$ cat config.mk
export PLATFORM = sky130hd
export DESIGN_NAME = dma_capture_buffer_ring_top
export DESIGN_NICKNAME = d
export VERILOG_FILES = /design/src/rtl/dcbr_pkg.sv /design/src/rtl/dma_capture_buffer_ring_top.sv /design/src/rtl/dcbr_datapath.sv /design/src/rtl/dcbr_ctrl.sv
export SDC_FILE = /design/constraint.sdc
export NUM_CORES = 1
export LEC_CHECK = 0
export BUFFER_PORTS_ARGS = -buffer_cell sky130_fd_sc_hd__buf_2
export CAP_MARGIN = 20
export CORE_AREA = 2 2 148 114
export DETAILED_ROUTE_END_ITERATION = 8
export DIE_AREA = 0 0 150 116
export MAX_ROUTING_LAYER = met4
export PLACE_DENSITY = 0.85
export SYNTH_ARGS = -nofsm -noshare
export SYNTH_HDL_FRONTEND = slang
export SYNTH_SLANG_ARGS = --single-unit
$ cat constraint.sdc
create_clock -name clk -period 4.35 [get_ports clk]
set_input_delay 0.2175 -clock clk [delete_from_list [all_inputs] [get_ports clk]]
set_output_delay 0.2175 -clock clk [all_outputs]
set_load 0.005 [all_outputs]
$ cat src/rtl/dcbr_pkg.sv
// Shared types, constants and helpers for the capture buffer ring.
package dcbr_pkg;

    localparam int NUM_BUFS        = 4;
    localparam int BUF_BYTES       = 2048;
    localparam int IDX_W           = $clog2(NUM_BUFS);
    localparam int POS_W           = 12;
    localparam int OFF_W           = 11;
    localparam int CNT_W           = 3;
    localparam int SLOT_W          = 3;
    localparam int REQ_W           = 16;
    localparam int DMA_SLOTS_RESET = 2;

    localparam logic [POS_W-1:0]  BUF_BYTES_W  = POS_W'(BUF_BYTES);
    localparam logic [SLOT_W-1:0] SLOTS_RST_W  = SLOT_W'(DMA_SLOTS_RESET);

    // Command codes of an input word.
    localparam logic [1:0] CMD_FILL_DONE = 2'd0;
    localparam logic [1:0] CMD_GRAB      = 2'd1;
    localparam logic [1:0] CMD_RELEASE   = 2'd2;

    // Status codes of a result word.
    localparam logic [1:0] STS_OK       = 2'd0;
    localparam logic [1:0] STS_NO_FULL  = 2'd1;
    localparam logic [1:0] STS_BOGUS    = 2'd2;
    localparam logic [1:0] STS_NO_GRANT = 2'd3;

    typedef enum logic [1:0] {
        BUF_FREE    = 2'd0,
        BUF_FILLING = 2'd1,
        BUF_FULL    = 2'd2,
        BUF_READING = 2'd3
    } buf_state_t;

    typedef struct packed {
        logic [1:0]       cmd;
        logic [REQ_W-1:0] request_bytes;
    } in_word_t;

    typedef struct packed {
        logic [1:0]       status;
        logic [IDX_W-1:0] buffer_index;
        logic [OFF_W-1:0] byte_offset;
        logic [POS_W-1:0] granted_bytes;
        logic [IDX_W-1:0] issued_first;
        logic [CNT_W-1:0] issued_count;
        logic             dma_started;
        logic             dma_halted;
        logic             buffer_freed;
    } out_word_t;

    // Datapath operations issued by the controller.
    typedef enum logic [3:0] {
        OP_NONE,
        OP_LOAD,
        OP_STEP,
        OP_MARK_FULL,
        OP_SCAN_MISS,
        OP_GRANT,
        OP_REPORT,
        OP_RELEASE,
        OP_NO_GRANT,
        OP_ISSUE,
        OP_ISSUE_END,
        OP_PUBLISH
    } dp_op_t;

    // Status returned by the datapath to the controller.
    typedef struct packed {
        logic [1:0] cmd;
        logic       grant_pending;
        logic       dma_active;
        logic       hit;
        logic       scan_last;
        logic       can_issue;
    } dp_status_t;

    function automatic logic [IDX_W-1:0] ring_next(input logic [IDX_W-1:0] i);
        logic [IDX_W-1:0] r;
        if (i == IDX_W'(NUM_BUFS - 1))
        begin
            r = '0;
        end
        else
        begin
            r = i + IDX_W'(1);
        end
        return r;
    endfunction

endpackage

$ cat src/rtl/dma_capture_buffer_ring_top.sv
// Top level of the DMA capture buffer ring controller.
//
//   Channel   Direction  Handshake           Word
//   cfg       in         cfg_valid/ready     dma_slots value (3 bits)
//   in        in         in_valid/in_stall   in_word_t: cmd, request_bytes
//   out       out        out_valid/out_stall out_word_t: status ... buffer_freed
//
// Every event word yields exactly one result word. Events are handled one at a
// time: an accepted word passes dispatch and, as its command needs, the ring
// scan (up to one buffer per cycle over all buffers) and the issue loop (one
// buffer handed to DMA per cycle) before its result enters the output register.
// The output register lets a new event be accepted while the last result is
// still stalled; a finished result waits only if the previous one is untaken.
// Reset returns all buffers to idle with zero offsets and dma_slots to 2.
module dma_capture_buffer_ring_top
    import dcbr_pkg::*;
(
    input  logic              clk,
    input  logic              rst_n,
    input  logic              cfg_valid,
    output logic              cfg_ready,
    input  logic [SLOT_W-1:0] cfg_data,
    input  logic              in_valid,
    output logic              in_stall,
    input  in_word_t          in_data,
    output logic              out_valid,
    input  logic              out_stall,
    output out_word_t         out_data
);

    dp_op_t     op;
    dp_status_t st;
    logic       cfg_we;

    // The slot register can be written in any cycle.
    assign cfg_ready = 1'b1;
    assign cfg_we    = cfg_valid && cfg_ready;

    // The controller walks each event through dispatch, scan and issue steps.
    dcbr_ctrl u_ctrl (
        .clk       (clk),
        .rst_n     (rst_n),
        .in_valid  (in_valid),
        .in_stall  (in_stall),
        .out_valid (out_valid),
        .out_stall (out_stall),
        .st        (st),
        .op        (op)
    );

    // The datapath holds the ring, the grant and the output register.
    dcbr_datapath u_datapath (
        .clk      (clk),
        .rst_n    (rst_n),
        .cfg_we   (cfg_we),
        .cfg_data (cfg_data),
        .in_data  (in_data),
        .op       (op),
        .st       (st),
        .out_data (out_data)
    );

endmodule

$ cat src/rtl/dcbr_datapath.sv
// Ring state, scan pointer, result accumulation and output register.
module dcbr_datapath
    import dcbr_pkg::*;
(
    input  logic              clk,
    input  logic              rst_n,
    input  logic              cfg_we,
    input  logic [SLOT_W-1:0] cfg_data,
    input  in_word_t          in_data,
    input  dp_op_t            op,
    output dp_status_t        st,
    output out_word_t         out_data
);

    buf_state_t       buf_state_reg [NUM_BUFS];
    buf_state_t       buf_state_next[NUM_BUFS];
    logic [POS_W-1:0] read_pos_reg  [NUM_BUFS];
    logic [POS_W-1:0] read_pos_next [NUM_BUFS];
    logic [IDX_W-1:0] next_fill_reg, next_fill_next;
    logic             dma_active_reg, dma_active_next;
    logic             grant_pending_reg, grant_pending_next;
    logic [IDX_W-1:0] grant_index_reg, grant_index_next;
    logic [POS_W-1:0] grant_bytes_reg, grant_bytes_next;
    logic [SLOT_W-1:0] dma_slots_reg, dma_slots_next;

    logic [1:0]       cmd_reg, cmd_next;
    logic [REQ_W-1:0] req_reg, req_next;
    logic [IDX_W-1:0] ptr_reg, ptr_next;
    logic [IDX_W-1:0] cnt_reg, cnt_next;
    out_word_t        res_reg, res_next;
    out_word_t        out_reg, out_next;

    buf_state_t       cur_state;
    buf_state_t       want_state;
    logic [POS_W-1:0] cur_pos;
    logic [CNT_W-1:0] busy;
    logic [POS_W-1:0] remain;
    logic [POS_W-1:0] grant_amt;
    logic [POS_W:0]   end_sum;

    assign cur_state  = buf_state_reg[ptr_reg];
    assign cur_pos    = read_pos_reg[ptr_reg];
    assign want_state = (cmd_reg == CMD_FILL_DONE) ? BUF_FILLING : BUF_FULL;

    always_comb
    begin
        busy = '0;
        for (int i = 0; i < NUM_BUFS; i++)
        begin
            if (buf_state_reg[i] == BUF_FILLING)
            begin
                busy = busy + CNT_W'(1);
            end
        end
    end

    assign remain    = (cur_pos < BUF_BYTES_W) ? (BUF_BYTES_W - cur_pos) : '0;
    assign grant_amt = (req_reg < REQ_W'(remain)) ? req_reg[POS_W-1:0] : remain;
    assign end_sum   = {1'b0, cur_pos} + {1'b0, grant_bytes_reg};

    assign st.cmd           = cmd_reg;
    assign st.grant_pending = grant_pending_reg;
    assign st.dma_active    = dma_active_reg;
    assign st.hit           = (cur_state == want_state);
    assign st.scan_last     = (cnt_reg == IDX_W'(NUM_BUFS - 1));
    assign st.can_issue     = (cur_state == BUF_FREE) && (SLOT_W'(busy) < dma_slots_reg);

    always_comb
    begin
        buf_state_next     = buf_state_reg;
        read_pos_next      = read_pos_reg;
        next_fill_next     = next_fill_reg;
        dma_active_next    = dma_active_reg;
        grant_pending_next = grant_pending_reg;
        grant_index_next   = grant_index_reg;
        grant_bytes_next   = grant_bytes_reg;
        dma_slots_next     = cfg_we ? cfg_data : dma_slots_reg;
        cmd_next           = cmd_reg;
        req_next           = req_reg;
        ptr_next           = ptr_reg;
        cnt_next           = cnt_reg;
        res_next           = res_reg;
        out_next           = out_reg;

        unique case (op)
            OP_NONE:
            begin
            end
            OP_LOAD:
            begin
                cmd_next = in_data.cmd;
                req_next = in_data.request_bytes;
                res_next = '0;
                cnt_next = '0;
                if (((in_data.cmd == CMD_GRAB) || (in_data.cmd == CMD_RELEASE))
                    && grant_pending_reg)
                begin
                    ptr_next = grant_index_reg;
                end
                else
                begin
                    ptr_next = next_fill_reg;
                end
            end
            OP_STEP:
            begin
                ptr_next = ring_next(ptr_reg);
                cnt_next = cnt_reg + IDX_W'(1);
            end
            OP_MARK_FULL:
            begin
                buf_state_next[ptr_reg] = BUF_FULL;
                res_next.buffer_index   = ptr_reg;
                dma_active_next         = 1'b1;
                ptr_next                = next_fill_reg;
            end
            OP_SCAN_MISS:
            begin
                res_next.status = (cmd_reg == CMD_FILL_DONE) ? STS_BOGUS : STS_NO_FULL;
                ptr_next        = next_fill_reg;
            end
            OP_GRANT:
            begin
                buf_state_next[ptr_reg] = BUF_READING;
                grant_pending_next      = 1'b1;
                grant_index_next        = ptr_reg;
                grant_bytes_next        = grant_amt;
                res_next.buffer_index   = ptr_reg;
                res_next.byte_offset    = cur_pos[OFF_W-1:0];
                res_next.granted_bytes  = grant_amt;
            end
            OP_REPORT:
            begin
                res_next.buffer_index  = ptr_reg;
                res_next.byte_offset   = cur_pos[OFF_W-1:0];
                res_next.granted_bytes = grant_bytes_reg;
            end
            OP_RELEASE:
            begin
                res_next.buffer_index  = ptr_reg;
                res_next.granted_bytes = grant_bytes_reg;
                if (end_sum >= (POS_W + 1)'(BUF_BYTES))
                begin
                    buf_state_next[ptr_reg] = BUF_FREE;
                    read_pos_next[ptr_reg]  = '0;
                    res_next.buffer_freed   = 1'b1;
                end
                else
                begin
                    buf_state_next[ptr_reg] = BUF_FULL;
                    read_pos_next[ptr_reg]  = end_sum[POS_W-1:0];
                end
                grant_pending_next = 1'b0;
            end
            OP_NO_GRANT:
            begin
                res_next.status = STS_NO_GRANT;
            end
            OP_ISSUE:
            begin
                buf_state_next[ptr_reg] = BUF_FILLING;
                read_pos_next[ptr_reg]  = '0;
                if (res_reg.issued_count == '0)
                begin
                    res_next.issued_first = ptr_reg;
                end
                res_next.issued_count = res_reg.issued_count + CNT_W'(1);
                ptr_next              = ring_next(ptr_reg);
                next_fill_next        = ring_next(ptr_reg);
            end
            OP_ISSUE_END:
            begin
                if (cmd_reg == CMD_FILL_DONE)
                begin
                    if (res_reg.issued_count == '0)
                    begin
                        dma_active_next     = 1'b0;
                        res_next.dma_halted = 1'b1;
                        for (int i = 0; i < NUM_BUFS; i++)
                        begin
                            if (buf_state_reg[i] != BUF_READING)
                            begin
                                buf_state_next[i] = BUF_FREE;
                            end
                        end
                    end
                end
                else if (res_reg.issued_count != '0)
                begin
                    dma_active_next      = 1'b1;
                    res_next.dma_started = 1'b1;
                end
            end
            OP_PUBLISH:
            begin
                out_next = res_reg;
            end
        endcase
    end

    always_ff @(posedge clk or negedge rst_n)
    begin
        if (!rst_n)
        begin
            for (int i = 0; i < NUM_BUFS; i++)
            begin
                buf_state_reg[i] <= BUF_FREE;
                read_pos_reg[i]  <= '0;
            end
            next_fill_reg     <= '0;
            dma_active_reg    <= 1'b0;
            grant_pending_reg <= 1'b0;
            grant_index_reg   <= '0;
            grant_bytes_reg   <= '0;
            dma_slots_reg     <= SLOTS_RST_W;
            cmd_reg           <= '0;
            ptr_reg           <= '0;
            cnt_reg           <= '0;
        end
        else
        begin
            buf_state_reg     <= buf_state_next;
            read_pos_reg      <= read_pos_next;
            next_fill_reg     <= next_fill_next;
            dma_active_reg    <= dma_active_next;
            grant_pending_reg <= grant_pending_next;
            grant_index_reg   <= grant_index_next;
            grant_bytes_reg   <= grant_bytes_next;
            dma_slots_reg     <= dma_slots_next;
            cmd_reg           <= cmd_next;
            ptr_reg           <= ptr_next;
            cnt_reg           <= cnt_next;
        end
    end

    always_ff @(posedge clk)
    begin
        req_reg <= req_next;
        res_reg <= res_next;
        out_reg <= out_next;
    end

    assign out_data = out_reg;

endmodule

$ cat src/rtl/dcbr_ctrl.sv
// Sequencing state machine for the capture buffer ring.
module dcbr_ctrl
    import dcbr_pkg::*;
(
    input  logic       clk,
    input  logic       rst_n,
    input  logic       in_valid,
    output logic       in_stall,
    output logic       out_valid,
    input  logic       out_stall,
    input  dp_status_t st,
    output dp_op_t     op
);

    typedef enum logic [4:0] {
        S_IDLE     = 5'b00001,
        S_DISPATCH = 5'b00010,
        S_SCAN     = 5'b00100,
        S_ISSUE    = 5'b01000,
        S_DONE     = 5'b10000
    } ctrl_state_t;

    ctrl_state_t state_reg, state_next;
    logic        out_valid_reg, out_valid_next;

    assign in_stall  = (state_reg != S_IDLE);
    assign out_valid = out_valid_reg;

    always_comb
    begin
        state_next     = state_reg;
        op             = OP_NONE;
        out_valid_next = out_valid_reg;

        if (out_valid_reg && !out_stall)
        begin
            out_valid_next = 1'b0;
        end

        unique case (state_reg)
            S_IDLE:
            begin
                if (in_valid)
                begin
                    op         = OP_LOAD;
                    state_next = S_DISPATCH;
                end
            end
            S_DISPATCH:
            begin
                unique case (st.cmd)
                    CMD_FILL_DONE:
                    begin
                        state_next = S_SCAN;
                    end
                    CMD_GRAB:
                    begin
                        if (st.grant_pending)
                        begin
                            op         = OP_REPORT;
                            state_next = S_DONE;
                        end
                        else
                        begin
                            state_next = S_SCAN;
                        end
                    end
                    CMD_RELEASE:
                    begin
                        op         = st.grant_pending ? OP_RELEASE : OP_NO_GRANT;
                        state_next = S_DONE;
                    end
                    default:
                    begin
                        state_next = S_DONE;
                    end
                endcase
            end
            S_SCAN:
            begin
                if (st.hit)
                begin
                    if (st.cmd == CMD_FILL_DONE)
                    begin
                        op         = OP_MARK_FULL;
                        state_next = S_ISSUE;
                    end
                    else
                    begin
                        op         = OP_GRANT;
                        state_next = S_DONE;
                    end
                end
                else if (st.scan_last)
                begin
                    op = OP_SCAN_MISS;
                    if ((st.cmd == CMD_GRAB) && !st.dma_active)
                    begin
                        state_next = S_ISSUE;
                    end
                    else
                    begin
                        state_next = S_DONE;
                    end
                end
                else
                begin
                    op = OP_STEP;
                end
            end
            S_ISSUE:
            begin
                if (st.can_issue)
                begin
                    op = OP_ISSUE;
                end
                else
                begin
                    op         = OP_ISSUE_END;
                    state_next = S_DONE;
                end
            end
            S_DONE:
            begin
                if (!out_valid_reg || !out_stall)
                begin
                    op             = OP_PUBLISH;
                    out_valid_next = 1'b1;
                    state_next     = S_IDLE;
                end
            end
            default:
            begin
                state_next = S_IDLE;
            end
        endcase
    end

    always_ff @(posedge clk or negedge rst_n)
    begin
        if (!rst_n)
        begin
            state_reg     <= S_IDLE;
            out_valid_reg <= 1'b0;
        end
        else
        begin
            state_reg     <= state_next;
            out_valid_reg <= out_valid_next;
        end
    end

endmodule

After elaboration in Yosys (flattened, before gate mapping) --
Cells that the tools add are included.
Operators by class: add/subtract/negate cells 8, reduce and logical (&&, ||, !) cells 42, multipliers 0, shifts and indexed selects 0, magnitude comparators 6, bitwise logic cells 12, muxes and demuxes 73, div/mod/pow operators 0, eq/ne operators 48
Operator list (count):
- $pmux 48 s2 | 1
- $mux 12 | 5
- $and 48x48->48 | 1
- $bwmux 48 | 1
- $mux 48 | 1
- $not 48->48 | 1
- $mux 5 | 8
- $pmux 8 s5 | 1
- $pmux 12 s3 | 1
- $mux 2 | 13
- $pmux 5 s5 | 1
- $bmux 12 s2 | 1
- $demux 12 s2 | 1
- $mux 8 | 3
- $pmux 11 s2 | 1
- $ne 2x1->1 const B | 10
- $pmux 4 s5 | 1
- $pmux 5 s2 | 2
- $reduce_and 4->1 | 5
- $mux 3 | 6
- $reduce_bool 2->1 | 9
- $eq 4x3->1 const B | 4
- $eq 4x4->1 const B | 4
- $lt 16x12->1 | 1
- 50 further kinds | 107
Word-level totals: output and inout bits 38, bits in latches 0, RAM bits 0, logic and storage cells 227, input port bits 26, register bits 175, memories 0, ROM bits 0

Longest topological paths before layout --
depth in word-level cells 15, gate-level depth with buffers 18, depth with buffers taken out 15

Modules after synthesis --
Synthesis repeated with hierarchy kept, for this count alone.
Unflattened totals: cell total of the unflattened synthesis 823, area, all modules 8999.9 um2
By module, submodules not included:
- dcbr_datapath | area an instance 8476.9 um2, times used 1, cells an instance 763, sequential area each 4660.7 um2
- dcbr_ctrl | area an instance 511.7 um2, times used 1, cells an instance 58, sequential area each 151.4 um2
- dma_capture_buffer_ring_top | area an instance 11.3 um2, times used 1, cells an instance 2, sequential area each 0.0 um2

Least setup slack after synthesis --
OpenSTA, ideal clock, no wires.
kind reg-to-reg, start reg u_datapath.ptr_reg[0], end reg u_datapath.res_reg[11] in the netlist's numbering, data pin, required time 4096 ps, period minus slack after synthesis 4403 ps, cell stages (with the launch flop) 14, data arrival time 4149 ps, path slack -53 ps, path buffers 2, library setup time 254 ps, cells stage by stage dfrtp_1 > buf_6 > mux4_2 > or4_4 > or2_1 > or4_4 > ha_1 > or4_1 > a211oi_1 > o21ai_1 > clkbuf_2 > mux2i_1 > nor2b_1 > a21o_1
Between the ends: elaborated cells between the ends (all ways) 24, those cells by class add/sub: 1; order compare: 2; eq/ne: 5; mux: 12; bitwise: 1; reduce/logical: 3
RTL lines:
- start: declaration | RTL line dcbr_datapath.sv:28 | logic [IDX_W-1:0] ptr_reg, ptr_next;
- start signal: assignment | RTL line dcbr_datapath.sv:231 | ptr_reg <= ptr_next;
- $not 2->3 (not written as such) * | RTL line dcbr_datapath.sv:42 | assign cur_pos = read_pos_reg[ptr_reg];
- $bmux 12 s2 * | RTL line dcbr_datapath.sv:42
- $mux 12 (not written as such) * (2 in a row) | RTL line dcbr_datapath.sv:42
- named net u_datapath.cur_pos[3] | RTL line dcbr_datapath.sv:35 | logic [POS_W-1:0] cur_pos;
- $sub 12x12->12 / $lt 12x12->1 (equally long branches) | RTL line dcbr_datapath.sv:57 | assign remain = (cur_pos < BUF_BYTES_W) ? (BUF_BYTES_W - cur_pos) : '0;
- $mux 12 * | RTL line dcbr_datapath.sv:57
- $lt 16x12->1 | RTL line dcbr_datapath.sv:58 | assign grant_amt = (req_reg < REQ_W'(remain)) ? req_reg[POS_W-1:0] : remain;
- $mux 12 * | RTL line dcbr_datapath.sv:58
- $pmux 12 s3 * | RTL line dcbr_datapath.sv:85 | unique case (op)
- end signal: assignment | RTL line dcbr_datapath.sv:239 | res_reg <= res_next;
- end: declaration | RTL line dcbr_datapath.sv:30 | out_word_t res_reg, res_next;
The timed path passes the listed nets; every way through them passes the cells marked *. The select of a mux whose other input is x is not followed. A chain may end at the register's enable or synchronous reset.

Worst setup path after layout --
Ends and elaborated chain as after synthesis.

==> impl_metrics.csv <==
group,metric,value,unit
synth,synth.distinct_cells,65,
global_route,track_usage,26.1,%
placed_design,portBuffers,62,
final_layout,num-nets-final,939,
timing,hold_viol_final,0,
detailed_routing,vias_per_cell,6.12,
critical_path,crit_path_end_kind,"register",
power_and_ir_drop,total_power,5.75,mW
synth,synth_cells,760,
cts,clkTransAtPathRegs,70,ps
timing,worst_slack,-44.1,ps
cts,cts-root-buf,"clkbuf_16",
detailed_routing,drc,0,
detailed_routing,drt_iter0_drc,700,
global_route,antenna_found_initial,0,
timing,setup_viol,5,
synth,syn_area_per_cell,11.3,sq um
final_layout,fillCellCount,1081,
detailed_routing,firstDrtPassIters,7,
synth,async_flop_share,50.9,%
detailed_routing,wirelength,22100,um
critical_path,cp.arrival,4590,ps
die,die_h,116,um
cts,clk_path_buf_depth,2,
placed_design,dp_cells,1039,
power_and_ir_drop,leakage,4.57,nW
final_layout,layout_commonest_cell,"nand2_1",
detailed_routing,antenna_left,0,
global_route,grt_pass1_vias,6338,
cts,clock_sinks,175,
final_layout,multi_input_comb_area,0.00360,sq mm
global_route,grt_pass1_wl,33500,um
final_layout,largest_register_ffs,48,
global_route,grt_max_degree,58,
die,core,0.0158,sq mm
timing,drv_slew,0,
final_layout,final_cell_mix,"nand2_1 (104), o21ai_0 (90), dfrtp_1 (86), edfxtp_1 (86), buf_2 (61)",
detailed_routing,wl_per_cell,20.2,um
timing,final_min_period_over_clock_period,101,%
critical_path,worst-setup-path-type,"register to register",
power_and_ir_drop,powerDensity,561,mW/mm^2
die,dieArea,0.0174,sq mm
placed_design,gp_routability_congestion,0.941,
synth,syn_area,0.00859,sq mm
run_status,status,"finished, violations left",
final_layout,area_delta_synth_final,19.4,%
timing,period_minus_slack,4390,ps
final_layout,antenna-diode-count,0,
run,drv_cap,0,
final_layout,final_util,64.8,%
timing,worst_pin_slew,987,ps
cts,cts_max_level,4,
synth,synth_fp_nets,825,
cts,numCtsBuffers,17,
run_status,violations,"negative setup slack",
synth,yosysWarnings,0,
placed_design,place_hpwl,13800,um
timing,finalClockSkew,14.2,ps
detailed_routing,vias,6710,
final_layout,drive_above_1_share,21.2,%
global_route,grt_overflow,0,
synth,synth_edf_count,86,
critical_path,path_max_fanout,5,
synth,ys.flop_type,"dfrtp_1",
critical_path,critPathLaunchType,"register",
final_layout,design_area,0.0103,sq mm
hold_path,hp-class,"primary input to register",
die,rows,40,
timing,rsz0062_at_grt,"true",
power_and_ir_drop,ir_drop,282,uV
cts,cts_tree,"yes",
synth,synth.ff_latch_count,175,
die,die_w,150,um
die,initial_utilization,54.3,%
critical_path,required,4550,ps
synth,ys_seq_area_share,56.0,%
placed_design,placed_cell_area,0.00931,sq mm
timing,slew_headroom,34.1,%
die,io_pins,64,
final_layout,register_area,0.00481,sq mm
cts,clk_latency,450,ps
final_layout,final_cells,1097,
timing,fmax,0.228,GHz
[worst paths after layout]
check,from,endpoint,slack [ps],depth (start not counted)
hold reg to reg,u_datapath.res_reg[7],u_datapath.out_data[7],420,0
hold / removal,cfg_data[0],u_datapath.dma_slots_reg[0],6,2
max in group asynchronous,rst_n,u_datapath.ptr_reg[0],2970,3
setup / recovery,u_datapath.ptr_reg[0],u_datapath.res_reg[11],-40,17
setup reg to reg,u_datapath.ptr_reg[0],u_datapath.res_reg[11],-40,17
min in group asynchronous,rst_n,u_datapath.cnt_reg[0],390,2
[synthesized netlist by cell type (all sizes together), types with 8 or more instances]
cell      n  share of area (%)
nor2b    10               0.73
ha       38                5.5
mux4     13                3.6
inv      39                1.7
edfxtp   86                 30
a21oi    11               0.64
mux2     16                2.1
and2     16                1.2
nor3      8               0.47
a21o     26                2.3
nand2   105                4.6
mux2i     9                1.0
o21a      8               0.70
clkbuf   20               0.89
dfrtp    87                 25
nand3    18                1.0
o21ai    96                5.7
nor2     38                1.7
xnor2     9               0.92
and3     12               0.87
[per-stage QoR]
step | setup WS, ps | TNS, ps | hold slack (ps)
floorplan | 1.89 | 0 | -78.1
global placement | 60.4 | 0 | 333
detailed placement | -52.2 | -231 | 340
CTS | 35.7 | 0 | 6.83
global route | -79.8 | -332 | 9.77
finish | -44.1 | -93.3 | 5.93
[what timing repair did]
action,in CTS,in global routing
setup endpoints to repair,19,17
setup buffers,2,1
pin swaps,2,9
cloned,0,1
hold buffers,21,0
hold endpoints to repair,73,0
gates resized for setup,7,19
[worst max-delay path, cell delays in order, from the launching register on]
cell       delay (ps)
dfrtp_2           430
clkbuf_16         160
mux4_2            520
or4_4             570
or2_4             250
buf_4             130
xnor2_1           120
nor2_2            160
inv_2              80
ha_4              240
a21o_1            180
a21o_1            200
a211oi_2          290
o21ai_2           170
buf_6             170
mux2i_1           120
nor2b_2           170
a21o_1            180
[cell type report]
cell class / count / area share, %
Multi-Input combinational cell: 522 / 35.1
Clock inverter: 14 / 1.43
Inverter: 39 / 1.43
Sequential cell: 175 / 46.9
Timing Repair Buffer: 119 / 8.33
Tap cell: 210 / 2.56
Clock buffer: 18 / 4.18
[metal layers]
layer / share of wire (%) / global-route usage (%)
met5: 0 / -
met2: 46 / 39.3
met1: 40 / 34.5
met3: 11 / 7.32
met4: 3.2 / 8.74
[cell families after synthesis]
kind of cell             synth area share (%)
multiplexers                             6.77
other                                  0.0437
adder cells (fa/ha/maj)                  5.89
AND/OR/NAND/NOR                          13.7
buffers and inverters                    2.96
AO/OA/AOI/OAI                            13.0
flip-flops                               56.0
XOR/XNOR                                 1.63
[report_power, final]
group | leakage [nW] | internal (mW) | switching [mW] | total [mW]
combinational | 2.28 | 0.703 | 1.03 | 1.74
sequential | 2.01 | 2.25 | 0.268 | 2.52
clock | 0.276 | 0.762 | 0.730 | 1.49
Note: power is estimated with default switching activity, not from simulation.
